## config.mk

```make
export PLATFORM = sky130hd
export DESIGN_NAME = mjst_phase
export DESIGN_NICKNAME = d
export VERILOG_FILES = /design/src/rtl/mjst_pkg.sv /design/src/rtl/mjst_phase.sv
export SDC_FILE = /design/constraint.sdc
export NUM_CORES = 2
export LEC_CHECK = 0
export ABC_AREA = 1
export BUFFER_PORTS_ARGS = -buffer_cell sky130_fd_sc_hd__buf_2
export CAP_MARGIN = 20
export CORE_MARGIN = 10
export CORE_UTILIZATION = 59
export DETAILED_ROUTE_END_ITERATION = 16
export PLACE_DENSITY = 0.9
export SYNTH_ARGS = -nofsm -noshare
export SYNTH_HDL_FRONTEND = slang
export SYNTH_SLANG_ARGS = --single-unit
```

## constraint.sdc

```tcl
create_clock -name clk -period 4.2 [get_ports clk]
set_clock_uncertainty 0.2 [all_clocks]
set_input_delay 0.42 -clock clk [delete_from_list [all_inputs] [get_ports clk]]
set_output_delay 0.42 -clock clk [all_outputs]
set_load 0.02 [all_outputs]
```

## src/rtl/mjst_pkg.sv

```systemverilog
// ----------------------------------------------------------------------------
// Minimum-jerk swing trajectory package
// Shared widths, latencies, register codes and fixed-point helpers.
// ----------------------------------------------------------------------------
package mjst_pkg;

  localparam int FRAC_BITS = 16;
  localparam int ONE_W     = FRAC_BITS + 1;          // holds 0..ONE
  localparam logic [ONE_W-1:0] ONE = ONE_W'(1) << FRAC_BITS;

  localparam int DATA_W   = 32;
  localparam int DUR_W    = 31;
  localparam int DP_W     = DATA_W + 2;              // end - start, signed
  localparam int COEF_W   = 32;                      // basis coefficients
  localparam int WIDE_W   = 48;                      // scaled terms and sums
  localparam int QUO_W    = 40;                      // rate magnitude cap 2^40
  localparam int RES_W    = QUO_W + 2;               // signed capped quotient

  localparam int NUM_REGS = 8;
  localparam int ADDR_W   = $clog2(NUM_REGS) + 2;

  localparam int AXES      = 3;
  localparam int AXIS_Z    = 2;
  localparam int NLANE     = AXES + 1;               // three axes plus bump
  localparam int LANE_BUMP = AXES;

  localparam int PH_LAT   = FRAC_BITS;
  localparam int POLY_LAT = 5;
  localparam int DIV_LAT  = QUO_W;
  localparam int TOT_LAT  = PH_LAT + POLY_LAT + 1 + 2 * DIV_LAT;

  typedef enum logic [ADDR_W-3:0] {
    REG_START_X        = 3'd0,
    REG_START_Y        = 3'd1,
    REG_START_Z        = 3'd2,
    REG_END_X          = 3'd3,
    REG_END_Y          = 3'd4,
    REG_END_Z          = 3'd5,
    REG_SWING_DURATION = 3'd6,
    REG_BUMP_HEIGHT    = 3'd7
  } reg_idx_t;

  typedef logic signed [COEF_W-1:0] coef_t;

  // Basis terms of the quintic and of the height bump
  typedef struct packed {
    coef_t mj;
    coef_t dmj;
    coef_t d2mj;
    coef_t b;
    coef_t db;
    coef_t d2b;
  } basis_t;

  // a*b / ONE, truncated toward zero
  function automatic logic signed [WIDE_W-1:0] mulq(input logic signed [DP_W-1:0] a,
                                                    input coef_t b);
    logic [DP_W-1:0]          ma;
    logic [COEF_W-1:0]        mb;
    logic [DP_W+COEF_W-1:0]   p;
    logic [WIDE_W-1:0]        r;
    ma = a[DP_W-1] ? DP_W'(-a) : DP_W'(a);
    mb = b[COEF_W-1] ? COEF_W'(-b) : COEF_W'(b);
    p  = ma * mb;
    r  = WIDE_W'(p >> FRAC_BITS);
    return (a[DP_W-1] ^ b[COEF_W-1]) ? -$signed(r) : $signed(r);
  endfunction

  // Clip a wide signed value to the 32-bit signed range
  function automatic logic signed [DATA_W-1:0] sat32(input logic signed [WIDE_W-1:0] v);
    logic signed [WIDE_W-1:0] hi;
    logic signed [WIDE_W-1:0] lo;
    hi = {{(WIDE_W-DATA_W+1){1'b0}}, {(DATA_W-1){1'b1}}};
    lo = {{(WIDE_W-DATA_W+1){1'b1}}, {(DATA_W-1){1'b0}}};
    if (v > hi) begin
      return hi[DATA_W-1:0];
    end else if (v < lo) begin
      return lo[DATA_W-1:0];
    end
    return v[DATA_W-1:0];
  endfunction

endpackage

```

## src/rtl/mjst_phase.sv

```systemverilog
// ----------------------------------------------------------------------------
// Phase divider
// Clamps the query time to 0..T and forms s = t*ONE/T, one bit per stage.
// ----------------------------------------------------------------------------
module mjst_phase import mjst_pkg::*; (
  input  logic                     clk,
  input  logic                     en,
  input  logic signed [DATA_W-1:0] t,
  input  logic [DUR_W-1:0]         dur,
  output logic [ONE_W-1:0]         s
);

  logic                  lo_c;
  logic                  hi_c;
  logic [DUR_W-1:0]      rem0_c;

  logic [DUR_W-1:0]      rem_r   [PH_LAT];
  logic [FRAC_BITS-1:0]  q_r     [PH_LAT];
  logic                  lo_r    [PH_LAT];
  logic                  hi_r    [PH_LAT];
  logic [DUR_W-1:0]      rem_nxt [PH_LAT];
  logic [FRAC_BITS-1:0]  q_nxt   [PH_LAT];
  logic [DUR_W-1:0]      rem_src [PH_LAT];
  logic [FRAC_BITS-1:0]  q_src   [PH_LAT];
  logic                  lo_src  [PH_LAT];
  logic                  hi_src  [PH_LAT];
  logic [DUR_W:0]        shf     [PH_LAT];

  // Clamp: before start gives zero, at or past the end gives ONE
  always_comb begin
    lo_c   = t[DATA_W-1] || (t == '0);
    hi_c   = !lo_c && (t[DUR_W-1:0] >= dur);
    rem0_c = (lo_c || hi_c) ? '0 : t[DUR_W-1:0];
  end

  // One restoring step per stage
  always_comb begin
    rem_src[0] = rem0_c;
    q_src[0]   = '0;
    lo_src[0]  = lo_c;
    hi_src[0]  = hi_c;
    for (int k = 1; k < PH_LAT; k++) begin
      rem_src[k] = rem_r[k-1];
      q_src[k]   = q_r[k-1];
      lo_src[k]  = lo_r[k-1];
      hi_src[k]  = hi_r[k-1];
    end
    for (int k = 0; k < PH_LAT; k++) begin
      shf[k] = {rem_src[k], 1'b0};
      if (shf[k] >= {1'b0, dur}) begin
        rem_nxt[k] = DUR_W'(shf[k] - {1'b0, dur});
        q_nxt[k]   = {q_src[k][FRAC_BITS-2:0], 1'b1};
      end else begin
        rem_nxt[k] = shf[k][DUR_W-1:0];
        q_nxt[k]   = {q_src[k][FRAC_BITS-2:0], 1'b0};
      end
    end
  end

  // Advance all stages together
  always_ff @(posedge clk) begin
    if (en) begin
      for (int k = 0; k < PH_LAT; k++) begin
        rem_r[k] <= rem_nxt[k];
        q_r[k]   <= q_nxt[k];
        lo_r[k]  <= lo_src[k];
        hi_r[k]  <= hi_src[k];
      end
    end
  end

  assign s = lo_r[PH_LAT-1] ? '0 :
             hi_r[PH_LAT-1] ? ONE : {1'b0, q_r[PH_LAT-1]};

endmodule

```

== After elaboration in Yosys (flattened, before gate mapping) ==
Memories as Yosys holds them, arrays and structs flattened.
Cells that the tools add are included.

* Register bits after elaboration: 0
* Bits in writable memories: 784
* Bits of input ports: 65
* Output and inout bits: 17
* Logic and storage cells: 79
* Memories kept: 4

* Add/subtract/negate cells: 16
* $lt $le $gt $ge: 17
* Mux-type cells: 37
* Reduce and logical (&&, ||, !) cells: 5

{| class="wikitable"
|+ Memory list
! name !! words !! bits a word !! read ports !! clocked after Yosys merged registers in !! write ports !! RTL line !! text
|-
| rem_r || 16 || 31 || 15 || 0 || 16 || mjst_phase.sv:17 || <nowiki>logic [DUR_W-1:0] rem_r [PH_LAT];</nowiki>
|-
| q_r || 16 || 16 || 16 || 0 || 16 || mjst_phase.sv:18 || <nowiki>logic [FRAC_BITS-1:0] q_r [PH_LAT];</nowiki>
|-
| hi_r || 16 || 1 || 16 || 0 || 16 || mjst_phase.sv:20 || <nowiki>logic hi_r [PH_LAT];</nowiki>
|-
| lo_r || 16 || 1 || 16 || 0 || 16 || mjst_phase.sv:19 || <nowiki>logic lo_r [PH_LAT];</nowiki>
|}

{| class="wikitable"
|+ Operators by type and width
! kind !! count
|-
| $mux W31 || 17
|-
| $ge A32 B31 Y1 || 16
|-
| $sub A31 B31 Y31 || 16
|-
| $mux W17 || 2
|-
| $logic_not A32 Y1 || 1
|-
| $ge A31 B31 Y1 || 1
|-
| $mux W1 || 18
|-
| $logic_or A1 B1 Y1 || 2
|-
| $logic_and A1 B1 Y1 || 1
|-
| $logic_not A1 Y1 || 1
|}

== Depth between registers and ports, before layout ==
* Depth after elaboration: 8
* Depth in mapped cells: 28
* Gate-level depth less buffers: 26

== Least setup slack after synthesis ==
No wires, ideal clock.

* Path type: input port to flip-flop
* Start point: in dur[30]
* End point: mem rem_r[0][11] (data pin)
* Setup time: 0.253 ns
* Arrival: 3.467 ns
* Required time: 3.747 ns
* Setup slack: 0.280 ns
* Stages on the path: 24
* Path buffers: 2
* Cell sequence: inv_1 ha_1 nand2_1 nor2_1 nand2_1 nor2_1 nand2_1 nand4_1 clkbuf_1 nor2_1 ha_1 nand2_1 inv_1 a21oi_1 nand2_1 a21oi_1 nand3_1 nand2_1 nand2_1 nand2_1 nand3_2 buf_2 nand2_1 nand2_1

{| class="wikitable"
|+ RTL lines
! element !! RTL line !! text
|-
| from (decl) || mjst_phase.sv:9 || <nowiki>input logic [DUR_W-1:0] dur,</nowiki>
|-
| to (decl) || mjst_phase.sv:17 ||
|}

==> results.md <==
- STA classifies the critical path endpoint as a register.
- Entering global routing, the biggest net connects 97 pins.
- Post-CTS repair changed the size of 0 cells.
- The setup-violating endpoint count in the final report is 0.
- The remaining global-route overflow is 0.
- At the worst endpoint, the required time is 4.40 ns.
- The number of hold buffers added after CTS was 0.
- In this design, the stage delay of the slowest critical-path cell is 0.43 ns.
- The via count of the first global-routing pass is 48923.
- The total nets after synthesis is 7724.
- The cell accounting for the most synthesized area is sky130_fd_sc_hd__edfxtp_1.
- Counting every instance in the synthesized netlist gives 7118.
- The maximum frequency from static timing analysis is 0.264 GHz.
- The most frequent cell on the critical path is sky130_fd_sc_hd__nand2_1.
- Summed over its instances, the top area cell type makes up 35.0% of the synthesized netlist area.
- The max-slew headroom at the worst pin is 33.4%.
- The congestion estimate from routability-driven global placement came to 1.05.
- The depth of the CTS H-tree is 3.
- The post-synthesis register bit count is 633.
- In the synthesized netlist the async set-or-reset flop fraction comes to 0%.
- In the global route stage, met3 resource usage came out at 9.07%.
- The library cells used most frequently in the layout, excluding fill and tap cells, are 2024 x sky130_fd_sc_hd__nand2_1, 746 x sky130_fd_sc_hd__inv_1, 639 x sky130_fd_sc_hd__nor2_1.
- Timing analysis after detailed placement gives a worst setup slack of -0.0200 ns.
- The global-route total usage across every layer is 36.6%.
- The count of flip-flops with a built-in enable after synthesis is 633.
- Counting distinct cell types in the post-synthesis netlist gives 51.
- Summing internal, switching and leakage power gives 0.0469 W.
- The detailed placement HPWL is 147000 um.
- The die is 323 um tall.
- Buffers inserted during clock tree synthesis total 75.
- The number of antenna violations at the first check in global routing was 6.
- The mean instance size in the synthesized netlist is 7.63 um2.
- Max-cap violations in this run came to 0.
- STA classifies the critical path startpoint as a primary input.
- After layout, the worst path uses 90.1% of the clock period.
- Wires add up to 196000 um.
- The slew at the pin closest to its max-slew limit is 0.998 ns.
- The final net count is 8029.
- The most heavily used metal layer in global routing is met2.
- The type of the tightest min-delay check is in2reg.
- The layout-stage area growth over the synthesis result is 10.7%.
- After synthesis the cells add up to 54300 um2.
- In this run the deepest clock path goes through 3 buffers.
- For the finished layout, the period the worst path requires is 3.78 ns.
- The root buffer cell chosen for the clock tree is sky130_fd_sc_hd__clkbuf_16.
- After clock tree synthesis, the clock-pin slew on the worst setup and hold paths is 0.06 ns.
- The peak ir drop on the vdd network is 449 uV.
- The total number of yosys warnings is 0.
- The area of the die is 105000 um2.
- For this block, the via count after detailed routing is 52673.
- From left edge to right edge, the die measures 323 um.
- The port buffer count is 81.
- The slowest stage of the critical path is the sky130_fd_sc_hd__fa_1 cell.
- The final max-slew violation count is 0.
- The core region is 91500 um2.
- The run finished with clean final reports.
- For the worst-skew pair, the clock arrives at the later sink with an insertion delay of 0.68 ns.
- The fraction of layout cells with a size suffix above 1 is 8.25%.
- Pin placement for this block handled 82 I/O pins.
- The repair_antennas step left the layout with diodes totalling 0.
- In this run the post-CTS setup repair buffer count came out at 0.
- The part of the Yosys area used for sequential elements is 35.0%.
- The total count of hold-check failures in the final report came to 0.
- Setup repair after global routing left no endpoint under its margin.
- In this run the worst path has a maximum fanout of 31.
- Dividing the detail-routed wire length by the instance count gives 22.6 um.
- The most common library cell in the layout ignoring fill and taps is sky130_fd_sc_hd__nand2_1.
- Ranked by total cell area, the synthesized netlist is headed by sky130_fd_sc_hd__edfxtp_1 35%, sky130_fd_sc_hd__nand2_1 14%, sky130_fd_sc_hd__ha_1 12%.
- In the routed layout, each cell is associated on average with a via count of 6.08.
- Once detail routing completed, the nets flagged for antenna violations numbered 0.
- The analysis attributes to cell leakage a power of 27.3 nW.
- The length of the first detailed-routing pass in iterations is 10.
- The data arrival time of the critical path is 3.98 ns.
- The clock sink total is 633.
- The effective utilization at floorplan is 59.4%.
- The power per unit of standard cell area is 779 nW/um2.
- The detailed router's first-iteration violation count is 6123.
- The start-to-end type of the worst setup path is in2reg.
- The global-route wire length before repair is 289000 um.
- The main flop type after synthesis is sky130_fd_sc_hd__edfxtp_1.
- Setup slack closes at 0.418 ns.
- The met2 track demand over resource in global routing is 55.3%.
- The met1 track utilization from global routing is 46.9%.
- The DRC violations left is 0.
- The clock tree from TritonCTS is yes.
- The floorplan has 111 rows.
## routing by layer
layer	vias up	part of all wire, %
met1	24231	39
met5	-	0.036
li1	24856	-
met3	592	12
met2	2982	42
met4	12	6.8
## logic make-up after synthesis
group,Yosys count,synth area share [%]
buffers and inverters,877,6.68
DFF,633,35.0
and+or+nand+nor,3317,25.3
adders and majority gates,541,12.7
AOI/OAI and AO/OA,1425,15.1
xor gates and xnor gates,325,5.24
## per-stage QoR
step	hold WS [ns]	cell area, um2	utilization [%]	std cells	TNS (ns)
4_1_cts	0.115	60200	65.7	8665	0
3_5_place_dp	0.205	57700	63.0	8532	-0.0805
5_1_grt	0.147	60200	65.7	8665	0
2_1_floorplan	0.200	54300	-	7118	0
6_report	0.0954	60200	65.7	8665	0
3_3_place_gp	0.201	57700	63.0	8532	0
## critical path, delay by kind of cell
kind                       cells  cell delay [ns]
adders and majority gates      2             0.77
buffers and inverters          4             0.69
and+or+nand+nor               19             2.05
## synthesized netlist by cell type (all sizes together), types with 86 or more instances
master	count
nand2	2041
inv	771
xnor2	190
a21o	86
nand4	140
buf	87
nand3	356
edfxtp	633
a21oi	530
o21ai	576
ha	526
xor2	135
o21bai	106
nor2	652
## cell type report
type                    count  area, um2
inverters                 772       2900
multi-input cells        5608      31700
flip-flops and latches    633      19000
clock buffers              87       1920
repair buffers            333       2590
well taps                1186       1480
clock inverters            46        563
fillers                  7924      31400
## where the power goes
group	total, W	switching (W)	internal (W)
sequential	0.0128	0.00209	0.0107
clock	0.00670	0.00290	0.00379
combinational	0.0274	0.0179	0.00950
total	0.0469	0.0229	0.0240
## registers in the layout, summed over array words and instances, names as in the netlist
| register | count |
|---|---|
| rem_r | 465 |
| hi_r | 16 |
| lo_r | 16 |
| q_r | 136 |
## final timing paths
path,from,endpoint,slack (ns),cells after the start
max reg2reg,rem_r[1][33],rem_r[1][92],1.02,10
max,t[0],rem_r[0][8],0.42,25
min,en,q_r[1][82],0.1,1
min reg2reg,q_r[1][19],q_r[1][36],0.21,0
(Power assumes the default switching activity.)
